**config.mk**
```make
export PLATFORM = sky130hd
export DESIGN_NAME = srt_line_classifier
export DESIGN_NICKNAME = d
export VERILOG_FILES = /design/src/rtl/slc_pkg.sv /design/src/rtl/srt_line_classifier.sv
export SDC_FILE = /design/constraint.sdc
export NUM_CORES = 2
export LEC_CHECK = 0
export BUFFER_PORTS_ARGS = -buffer_cell sky130_fd_sc_hd__buf_4
export CAP_MARGIN = 20
export CORE_MARGIN = 2
export CORE_UTILIZATION = 25
export DETAILED_ROUTE_END_ITERATION = 6
export PLACE_DENSITY = 0.5
export SLEW_MARGIN = 30
export SYNTH_ARGS = -nofsm -noshare
export SYNTH_HDL_FRONTEND = slang
export SYNTH_SLANG_ARGS = --single-unit
```
**constraint.sdc**
```tcl
create_clock -name clk -period 16.93 [get_ports clk]
set_input_delay 0.8465 -clock clk [delete_from_list [all_inputs] [get_ports clk]]
set_output_delay 0.8465 -clock clk [all_outputs]
set_load 0.02 [all_outputs]
```
**src/rtl/slc_pkg.sv**
```systemverilog
// ----------------------------------------------------------------------------
// slc_pkg
// Shared types, constants and the millisecond stamp function for the
// subtitle line classifier.
// ----------------------------------------------------------------------------
`default_nettype none

package slc_pkg;

  localparam int MAX_HOUR_DIGITS_DEF = 9;
  localparam int HOUR_ACC_W          = 30;
  localparam int STAMP_W             = 52;
  localparam int MIN_ACC_W           = 7;
  localparam int SEC_ACC_W           = 7;
  localparam int MILLI_ACC_W         = 10;
  localparam int DCNT_W              = 4;

  localparam logic [7:0] CH_SPACE  = 8'h20;
  localparam logic [7:0] CH_TAB    = 8'h09;
  localparam logic [7:0] CH_COLON  = 8'h3A;
  localparam logic [7:0] CH_COMMA  = 8'h2C;
  localparam logic [7:0] CH_PERIOD = 8'h2E;
  localparam logic [7:0] CH_DASH   = 8'h2D;
  localparam logic [7:0] CH_GT     = 8'h3E;
  localparam logic [7:0] CH_ZERO   = 8'h30;
  localparam logic [7:0] CH_NINE   = 8'h39;

  typedef enum logic [13:0] {
    PH_WS0  = 14'h0001,
    PH_H1   = 14'h0002,
    PH_M1   = 14'h0004,
    PH_S1   = 14'h0008,
    PH_F1   = 14'h0010,
    PH_WS1  = 14'h0020,
    PH_D1   = 14'h0040,
    PH_D2   = 14'h0080,
    PH_WS2  = 14'h0100,
    PH_H2   = 14'h0200,
    PH_M2   = 14'h0400,
    PH_S2   = 14'h0800,
    PH_F2   = 14'h1000,
    PH_DONE = 14'h2000
  } phase_t;

  function automatic logic [STAMP_W-1:0] stamp_ms(
    input logic [HOUR_ACC_W-1:0]  hour,
    input logic [MIN_ACC_W-1:0]   minute,
    input logic [SEC_ACC_W-1:0]   second,
    input logic [MILLI_ACC_W-1:0] milli,
    input logic [DCNT_W-1:0]      dcnt
  );
    logic [16:0] frac;
    if (dcnt == DCNT_W'(1)) begin
      frac = 17'(milli) * 17'd100;
    end else if (dcnt == DCNT_W'(2)) begin
      frac = 17'(milli) * 17'd10;
    end else begin
      frac = 17'(milli);
    end
    return STAMP_W'(hour) * STAMP_W'(3600000) + STAMP_W'(minute) * STAMP_W'(60000) +
           STAMP_W'(second) * STAMP_W'(1000) + STAMP_W'(frac);
  endfunction

endpackage

`default_nettype wire

```
**src/rtl/srt_line_classifier.sv**
```systemverilog
// ----------------------------------------------------------------------------
// srt_line_classifier
// Throughput: one byte per cycle unless out_ready stalls the pipeline;
// the parser state updates on each transfer, then a capture stage and the
// output register (stamp multiply) follow.
// Reset: sync active-low rst_n clears phase, digit count, flags, both valids.
// Classifies one subtitle line: timecode stamps, blank and digits-only flags.
// ----------------------------------------------------------------------------
`default_nettype none

module srt_line_classifier #(
  parameter int MAX_HOUR_DIGITS = slc_pkg::MAX_HOUR_DIGITS_DEF
) (
  input  wire logic                        clk,
  input  wire logic                        rst_n,
  input  wire logic                        in_valid,
  output logic                             in_ready,
  input  wire logic [7:0]                  in_ch,
  input  wire logic                        in_has_char,
  input  wire logic                        in_line_end,
  output logic                             out_valid,
  input  wire logic                        out_ready,
  output logic                             out_is_timecode,
  output logic [slc_pkg::STAMP_W-1:0]      out_start_ms,
  output logic [slc_pkg::STAMP_W-1:0]      out_end_ms,
  output logic                             out_is_blank,
  output logic                             out_is_digits_only
);
  import slc_pkg::*;

  localparam int HourW = $clog2(10 ** MAX_HOUR_DIGITS);

  // parser state
  phase_t                  phase_r, phase_nxt;
  logic [DCNT_W-1:0]       dcnt_r, dcnt_nxt;
  logic [HourW-1:0]        hour_r, hour_nxt;
  logic [MIN_ACC_W-1:0]    min_r, min_nxt;
  logic [SEC_ACC_W-1:0]    sec_r, sec_nxt;
  logic [MILLI_ACC_W-1:0]  milli_r, milli_nxt;
  logic [STAMP_W-1:0]      first_r, first_nxt;
  logic                    failed_r, failed_nxt;
  logic                    seen_r, seen_nxt;
  logic                    digs_r, digs_nxt;
  logic                    trail_r, trail_nxt;

  // capture stage
  logic                    f_vld_r;
  logic                    f_tc_r;
  logic [HourW-1:0]        f_hour_r;
  logic [MIN_ACC_W-1:0]    f_min_r;
  logic [SEC_ACC_W-1:0]    f_sec_r;
  logic [MILLI_ACC_W-1:0]  f_milli_r;
  logic [DCNT_W-1:0]       f_dcnt_r;
  logic [STAMP_W-1:0]      f_first_r;
  logic                    f_blank_r;
  logic                    f_digs_r;

  logic                    o_ready, f_ready, acc;
  logic                    is_dig, is_ws;
  logic [3:0]              dval;
  logic [7:0]              ch_off;
  logic                    tc_nxt;

  assign o_ready  = !out_valid || out_ready;
  assign f_ready  = !f_vld_r || o_ready;
  assign in_ready = f_ready;
  assign acc      = in_valid && in_ready;

  assign is_dig = (in_ch >= CH_ZERO) && (in_ch <= CH_NINE);
  assign is_ws  = (in_ch == CH_SPACE) || (in_ch == CH_TAB);
  assign ch_off = in_ch - CH_ZERO;
  assign dval   = is_dig ? ch_off[3:0] : 4'd0;

  always_comb begin
    phase_nxt  = phase_r;
    dcnt_nxt   = dcnt_r;
    hour_nxt   = hour_r;
    min_nxt    = min_r;
    sec_nxt    = sec_r;
    milli_nxt  = milli_r;
    first_nxt  = first_r;
    failed_nxt = failed_r;
    seen_nxt   = seen_r;
    digs_nxt   = digs_r;
    trail_nxt  = trail_r;

    if (in_has_char && !failed_r && (phase_r != PH_DONE)) begin
      case (phase_r)
        PH_WS0, PH_WS2: begin
          if (is_dig) begin
            hour_nxt  = HourW'(dval);
            min_nxt   = '0;
            sec_nxt   = '0;
            milli_nxt = '0;
            dcnt_nxt  = DCNT_W'(1);
            phase_nxt = (phase_r == PH_WS0) ? PH_H1 : PH_H2;
          end else if (!is_ws) begin
            failed_nxt = 1'b1;
          end
        end
        PH_H1, PH_H2: begin
          if (is_dig && (dcnt_r < DCNT_W'(MAX_HOUR_DIGITS))) begin
            hour_nxt = HourW'(hour_r * HourW'(10) + HourW'(dval));
            dcnt_nxt = dcnt_r + DCNT_W'(1);
          end else if ((in_ch == CH_COLON) && (dcnt_r != '0)) begin
            dcnt_nxt  = '0;
            phase_nxt = (phase_r == PH_H1) ? PH_M1 : PH_M2;
          end else begin
            failed_nxt = 1'b1;
          end
        end
        PH_M1, PH_M2: begin
          if (is_dig && (dcnt_r < DCNT_W'(2))) begin
            min_nxt  = MIN_ACC_W'(min_r * MIN_ACC_W'(10) + MIN_ACC_W'(dval));
            dcnt_nxt = dcnt_r + DCNT_W'(1);
          end else if ((in_ch == CH_COLON) && (dcnt_r == DCNT_W'(2))) begin
            dcnt_nxt  = '0;
            phase_nxt = (phase_r == PH_M1) ? PH_S1 : PH_S2;
          end else begin
            failed_nxt = 1'b1;
          end
        end
        PH_S1, PH_S2: begin
          if (is_dig && (dcnt_r < DCNT_W'(2))) begin
            sec_nxt  = SEC_ACC_W'(sec_r * SEC_ACC_W'(10) + SEC_ACC_W'(dval));
            dcnt_nxt = dcnt_r + DCNT_W'(1);
          end else if (((in_ch == CH_COMMA) || (in_ch == CH_PERIOD)) &&
                       (dcnt_r == DCNT_W'(2))) begin
            dcnt_nxt  = '0;
            phase_nxt = (phase_r == PH_S1) ? PH_F1 : PH_F2;
          end else begin
            failed_nxt = 1'b1;
          end
        end
        PH_F1, PH_F2: begin
          if (is_dig && (dcnt_r < DCNT_W'(3))) begin
            milli_nxt = MILLI_ACC_W'(milli_r * MILLI_ACC_W'(10) + MILLI_ACC_W'(dval));
            dcnt_nxt  = dcnt_r + DCNT_W'(1);
          end else if (dcnt_r == '0) begin
            failed_nxt = 1'b1;
          end else if (phase_r == PH_F2) begin
            phase_nxt = PH_DONE;
          end else begin
            first_nxt = stamp_ms(HOUR_ACC_W'(hour_r), min_r, sec_r, milli_r, dcnt_r);
            if (is_ws) begin
              phase_nxt = PH_WS1;
            end else if (in_ch == CH_DASH) begin
              phase_nxt = PH_D1;
            end else begin
              phase_nxt  = PH_WS1;
              failed_nxt = 1'b1;
            end
          end
        end
        PH_WS1: begin
          if (in_ch == CH_DASH) begin
            phase_nxt = PH_D1;
          end else if (!is_ws) begin
            failed_nxt = 1'b1;
          end
        end
        PH_D1: begin
          if (in_ch == CH_DASH) begin
            phase_nxt = PH_D2;
          end else begin
            failed_nxt = 1'b1;
          end
        end
        PH_D2: begin
          if (in_ch == CH_GT) begin
            phase_nxt = PH_WS2;
          end else begin
            failed_nxt = 1'b1;
          end
        end
        default: begin
          failed_nxt = 1'b1;
        end
      endcase
    end

    if (in_has_char) begin
      if (in_ch <= CH_SPACE) begin
        if (seen_r) begin
          trail_nxt = 1'b1;
        end
      end else begin
        if (trail_r || !is_dig) begin
          digs_nxt = 1'b0;
        end
        seen_nxt  = 1'b1;
        trail_nxt = 1'b0;
      end
    end

    tc_nxt = !failed_nxt &&
             ((phase_nxt == PH_DONE) || ((phase_nxt == PH_F2) && (dcnt_nxt != '0)));
  end

  always_ff @(posedge clk) begin
    if (!rst_n) begin
      phase_r  <= PH_WS0;
      dcnt_r   <= '0;
      failed_r <= 1'b0;
      seen_r   <= 1'b0;
      digs_r   <= 1'b1;
      trail_r  <= 1'b0;
    end else if (acc) begin
      if (in_line_end) begin
        phase_r  <= PH_WS0;
        dcnt_r   <= '0;
        failed_r <= 1'b0;
        seen_r   <= 1'b0;
        digs_r   <= 1'b1;
        trail_r  <= 1'b0;
      end else begin
        phase_r  <= phase_nxt;
        dcnt_r   <= dcnt_nxt;
        failed_r <= failed_nxt;
        seen_r   <= seen_nxt;
        digs_r   <= digs_nxt;
        trail_r  <= trail_nxt;
      end
    end
  end

  always_ff @(posedge clk) begin
    if (acc) begin
      hour_r  <= hour_nxt;
      min_r   <= min_nxt;
      sec_r   <= sec_nxt;
      milli_r <= milli_nxt;
      first_r <= first_nxt;
    end
  end

  always_ff @(posedge clk) begin
    if (!rst_n) begin
      f_vld_r <= 1'b0;
    end else if (f_ready) begin
      f_vld_r <= acc && in_line_end;
    end
  end

  always_ff @(posedge clk) begin
    if (acc && in_line_end) begin
      f_tc_r    <= tc_nxt;
      f_hour_r  <= hour_nxt;
      f_min_r   <= min_nxt;
      f_sec_r   <= sec_nxt;
      f_milli_r <= milli_nxt;
      f_dcnt_r  <= dcnt_nxt;
      f_first_r <= first_nxt;
      f_blank_r <= !seen_nxt;
      f_digs_r  <= seen_nxt && digs_nxt;
    end
  end

  always_ff @(posedge clk) begin
    if (!rst_n) begin
      out_valid <= 1'b0;
    end else if (o_ready) begin
      out_valid <= f_vld_r;
    end
  end

  always_ff @(posedge clk) begin
    if (o_ready && f_vld_r) begin
      out_is_timecode    <= f_tc_r;
      out_start_ms       <= f_tc_r ? f_first_r : '0;
      out_end_ms         <= f_tc_r ? stamp_ms(HOUR_ACC_W'(f_hour_r), f_min_r, f_sec_r,
                                              f_milli_r, f_dcnt_r) : '0;
      out_is_blank       <= f_blank_r;
      out_is_digits_only <= f_digs_r;
    end
  end

  a_zero_stamps: assert property (@(posedge clk) disable iff (!rst_n)
    (out_valid && !out_is_timecode) |-> ((out_start_ms == '0) && (out_end_ms == '0)))
    else $error("stamps nonzero on a non-timecode result");

  a_blank_vs_digits: assert property (@(posedge clk) disable iff (!rst_n)
    (out_valid && out_is_digits_only) |-> !out_is_blank)
    else $error("digits-only line flagged blank");

  a_line_end_capture: assert property (@(posedge clk) disable iff (!rst_n)
    (acc && in_line_end) |=> f_vld_r)
    else $error("line-end transfer not captured");

  a_fail_sticky: assert property (@(posedge clk) disable iff (!rst_n)
    (failed_r && !(acc && in_line_end)) |=> failed_r)
    else $error("parse failure cleared before line end");

endmodule

`default_nettype wire
```
==> Word level (Yosys, flattened, before mapping) <==
Index checks and enable logic that the tools add are counted.
{ "classes": {"magnitude_cmp": 6, "n_reduce_logical": 37, "mux": 94, "n_addsub": 12, "eq_ne": 28, "multipliers": 14} }
{ "ops": {"columns": ["operator", "count"], "rows": [
  ["$mux 52", 5],
  ["$mux 14", 17],
  ["$add 52x17->52", 4],
  ["$mux 17", 8],
  ["$pmux 14 s8", 1],
  ["$add 52x23->52", 2],
  ["$mul 30x15->45 const B", 2],
  ["$mux 30", 3],
  ["$pmux 30 s2", 1],
  ["$mux 7", 8],
  ["$eq 8x6->1 const B", 6],
  ["$mux 4", 11],
  ["$mux 10", 4],
  ["$mul 7x11->18 const B", 2],
  ["$add 30x4->30", 1],
  ["$mul 10x5->15 const B", 2],
  ["$mul 30x3->29 const B", 1],
  ["$eq 14x13->1 const B", 2],
  ["$mul 7x7->14 const B", 2],
  ["$mux 1", 28],
  ["$pmux 7 s2", 2],
  ["$mul 10x3->13 const B", 2],
  ["$pmux 10 s2", 1],
  ["$pmux 4 s5", 1],
  ["other kinds (40)", 75]
]} }
{ "word_totals": {"ff_bits": 350, "input_bits": 14, "wordCells": 218, "out_inout_bits": 109} }

==> Longest topological paths before layout <==
{ "logic_depth": {"depth_word": 14, "mapped_depth": 35, "ltp_nobuf": 35} }

==> Least setup slack after synthesis <==
No wires, ideal clock.
{ "synth_path": {"path_type": "register to register", "start": "reg f_hour_r[5]", "end": "reg out_end_ms[46] (netlist bit), data pin", "required_time_ns": 16.783, "t_arrival_ns": 7.599, "synth_period_minus_slack_ns": 7.746, "n_path_buf": 0, "path_stages_with_launch": 28, "setup_time_ns": 0.147, "path_slack_ns": 9.184, "cell_sequence": "edfxtp_1 ha_1 fa_1 inv_1 fa_1 inv_1 ha_1 inv_1 fa_1 inv_1 fa_1 ha_1 xnor2_1 fa_1 inv_1 fa_1 inv_1 ha_1 and3_1 nand3_1 o31ai_1 a41oi_1 a2111oi_1 nand3_1 nor2_1 nand2_1 or3_1 a21oi_1"} }
{ "synth_via": {"elab_chain_cells": 4} }
{ "synth_rtl": {"columns": ["element", "line", "rtl"], "rows": [
  ["start: declaration", "srt_line_classifier.sv:49", "logic [HourW-1:0] f_hour_r;"],
  ["start signal: assignment", "srt_line_classifier.sv:248", "f_hour_r <= hour_nxt;"],
  ["$mul 30x15->45", "slc_pkg.sv:60", "return STAMP_W'(hour) * STAMP_W'(3600000) + STAMP_W'(minute) * STAMP_W'(60000) +"],
  ["$add 52x23->52", "slc_pkg.sv:60", null],
  ["$add 52x17->52", "slc_pkg.sv:60", null],
  ["$add 52x17->52", "slc_pkg.sv:61", "STAMP_W'(second) * STAMP_W'(1000) + STAMP_W'(frac);"],
  ["end signal: assignment", "srt_line_classifier.sv:271", "out_end_ms <= f_tc_r ? stamp_ms(HOUR_ACC_W'(f_hour_r), f_min_r, f_sec_r,"],
  ["end: declaration", "srt_line_classifier.sv:25", "output logic [slc_pkg::STAMP_W-1:0] out_end_ms,"]
]} }
Every way passes these cells.
A chain may end at the register's enable or synchronous reset.

==> Final worst setup path <==
{ "layout_path": {"start": "reg f_hour_r[3]", "end": "reg out_end_ms[46] (netlist bit), data pin"} }
Same word-level chain as after synthesis.

==> results.json <==
{
  "status": "completed",
  "drt_pre_antenna_iters": 5,
  "die_w_um": 445,
  "hold_viol": 0,
  "nets": 6277,
  "io_buffers": 122,
  "syn_inst": 4857,
  "setup_tns_ns": 0,
  "core_area_um2": 193000,
  "cts_tree": "done",
  "drt-initial-drc-count": 1760,
  "grt_max_degree": 92,
  "antenna_found_initial": 6,
  "synth_fp_nets": 6192,
  "fin_skew_ns": 0.0481,
  "synth-seq-cells": 350,
  "synth_top_flop_cell": "edfxtp_1",
  "clk_latency_ns": 0.64,
  "worstHoldPathType": "flip-flop to flip-flop",
  "grt_pass1_wl_mm": 206,
  "rsz0062_at_grt": "false",
  "slowest_delay_ns": 0.64,
  "cts_resized": 0,
  "finalCritPeriodShare": 0.506,
  "hpwl_mm": 108,
  "post-route-drc-count": 0,
  "critical_path_required_ns": 17.39,
  "gr-usage-all-layers": 0.130,
  "place_congestion": 0.871,
  "num_vias": 33800,
  "cts_made_buffers": 44,
  "n_antenna_cell": 0,
  "h-tree-depth": 2,
  "yosysUniqueCellTypes": 101,
  "clockBufferDepth": 3,
  "yosysWarnings": 0,
  "startpoint_type": "flip-flop",
  "rows": 161,
  "vias_per_cell": 4.50,
  "crit_arrival_ns": 9.03,
  "async_flop_share": 0,
  "die_area_um2": 198000,
  "cp_max_fo": 7,
  "grt_pass1_vias": 35700,
  "tightest_slew_ns": 1.00,
  "cts_setup_buffers": 0,
  "crit_type": "flip-flop to flip-flop",
  "cts_sinks": 350,
  "synthToLayoutAreaGrowth_pct": 11.0,
  "fmax_ghz": 0.117,
  "overflow": 0,
  "max_slew_margin": 0.324,
  "wirelength_mm": 128,
  "cap_violations": 0,
  "fillers": 20200,
  "crit_path_end_kind": "flip-flop",
  "ant_nets": 0,
  "wl_per_cell_um": 17.0,
  "ys_seq_area_frac": 0.211,
  "min_period_ns": 8.57,
  "clk_pin_slew_ns": 0.06,
  "ioPinCount": 123,
  "syn_avg_cell_area_um2": 10.0,
  "syn_area_um2": 48600,
  "die_y_um": 445,
  "drive_gt1_frac": 0.0562,
  "cp_slowest_cell": "a2111oi_2",
  "hold_buffers": 0,
  "synth_edf_count": 326,
  "drv_slew": 0,
  "setup_viol": 0,
  "cts_root_buf": "clkbuf_16",
  "initial_core_util": 0.252
}
-- registers in the layout (all words and copies together) (netlist names), 4 cells and up --
| name | cells |
|---|---|
| hour_r | 30 |
| phase_r | 14 |
| out_start_ms | 52 |
| first_r | 52 |
| out_end_ms | 52 |
| milli_r | 10 |
| f_dcnt_r | 4 |
| min_r | 7 |
| sec_r | 7 |
| dcnt_r | 4 |
| f_sec_r | 7 |
| f_milli_r | 10 |
| f_min_r | 7 |
| f_first_r | 52 |
| f_hour_r | 30 |
-- stage by stage --
stage / setup slack (ns) / cells / area, um^2 / hold slack [ns] / util
3_5_place_dp: 8.32 / 7422 / 52500 / 0.431 / 0.272
3_3_place_gp: 7.97 / 7422 / 52500 / 0.443 / 0.272
6_report: 8.36 / 7504 / 54000 / 0.445 / 0.280
4_1_cts: 8.31 / 7504 / 54000 / 0.444 / 0.280
5_1_grt: 7.77 / 7504 / 54000 / 0.475 / 0.280
2_1_floorplan: 9.18 / 4857 / 48600 / 0.400 / -
-- worst max-delay path: cells and delay by family, from the launching register on --
| kind | cells | cell delay (ns) |
|---|---|---|
| and+or+nand+nor | 6 | 1.44 |
| buffers and inverters | 4 | 0.20 |
| AOI/OAI and AO/OA | 7 | 2.00 |
| xor gates and xnor gates | 1 | 0.16 |
| DFF | 1 | 0.56 |
| adders and majority gates | 10 | 4.08 |
-- logic make-up (layout without fill, tap and decap cells) --
logic type                 Yosys count  in the layout  share of synthesized area
muxes                               16             16                    0.00337
DFF                                350            350                      0.211
adders and majority gates         1321           1321                      0.432
buffers and inverters              963           1084                     0.0748
and+or+nand+nor                   1032           1032                      0.108
xor gates and xnor gates           291            291                     0.0524
AOI/OAI and AO/OA                  884            884                      0.118
-- cell type report --
class	instances	area, um^2	share of cell area
inverters	867	3260	0.0604
multi-input cells	3544	34800	0.644
clock inverters	35	373	0.00691
repair buffers	135	1010	0.0188
clock buffers	47	1110	0.0206
flip-flops and latches	350	10300	0.190
well taps	2526	3160	0.0586
-- layer usage --
metal / wire length (um) / vias up / share of wire / global-route usage
met5: 13 / - / 0.00010 / 0
met3: 3490 / 91 / 0.027 / 0.0116
li1: - / 16600 / - / -
met2: 60400 / 479 / 0.47 / 0.218
met4: 2160 / 2 / 0.017 / 0.0243
met1: 61500 / 16600 / 0.48 / 0.183
-- layout by cell type (no fill, tap or decap), types with 30 or more instances in the layout --
| cell | instances |
|---|---|
| a21o_1 | 128 |
| clkbuf_16 | 44 |
| o21ai_0 | 222 |
| nor3_1 | 69 |
| and2_1 | 81 |
| xor2_1 | 113 |
| ha_1 | 724 |
| edfxtp_1 | 326 |
| nor2_1 | 209 |
| xnor2_1 | 178 |
| o21a_1 | 30 |
| buf_4 | 135 |
| nand2b_1 | 40 |
| o21bai_1 | 32 |
| and3_1 | 36 |
| fa_1 | 597 |
| nand2_1 | 298 |
| a21oi_1 | 221 |
| inv_1 | 864 |
| nand3_1 | 79 |
| nor2b_1 | 49 |
-- cell usage after synthesis, types with 23 or more instances --
| cell | number | area share |
|---|---|---|
| clkbuf_1 | 76 | 0.0059 |
| and2_1 | 81 | 0.010 |
| and3_1 | 36 | 0.0046 |
| nor2b_1 | 50 | 0.0064 |
| nor2_1 | 210 | 0.016 |
| edfxtp_1 | 326 | 0.20 |
| nand2_1 | 299 | 0.023 |
| a21o_1 | 128 | 0.020 |
| a31oi_1 | 23 | 0.0030 |
| inv_1 | 867 | 0.067 |
| or3_1 | 23 | 0.0030 |
| a211oi_1 | 27 | 0.0042 |
| o21ai_0 | 224 | 0.023 |
| o21a_1 | 30 | 0.0046 |
| nand3_1 | 79 | 0.0081 |
| xnor2_1 | 178 | 0.032 |
| nand4_1 | 29 | 0.0037 |
| a21oi_1 | 221 | 0.023 |
| ha_1 | 724 | 0.19 |
| fa_1 | 597 | 0.25 |
| nand2b_1 | 40 | 0.0051 |
| o21bai_1 | 32 | 0.0049 |
| dfxtp_1 | 24 | 0.0099 |
| nor3_1 | 69 | 0.0071 |
| xor2_1 | 113 | 0.020 |
-- final timing paths --
| kind | start | to | slack (ns) | cells after the start |
|---|---|---|---|---|
| hold / removal | f_blank_r$_DFFE_PP_ | out_is_blank$_DFFE_PP_ | 0.44 | 0 |
| hold reg to reg | f_blank_r$_DFFE_PP_ | out_is_blank$_DFFE_PP_ | 0.44 | 0 |
| setup / recovery | f_hour_r[3]$_DFFE_PP_ | out_end_ms[46]$_SDFFCE_PN0P_ | 8.36 | 28 |
| setup reg to reg | f_hour_r[3]$_DFFE_PP_ | out_end_ms[46]$_SDFFCE_PN0P_ | 8.36 | 28 |
Power is left out: the tool's default activity adds up to more than one toggle a clock period on the data nets, which glitch-free logic cannot reach.
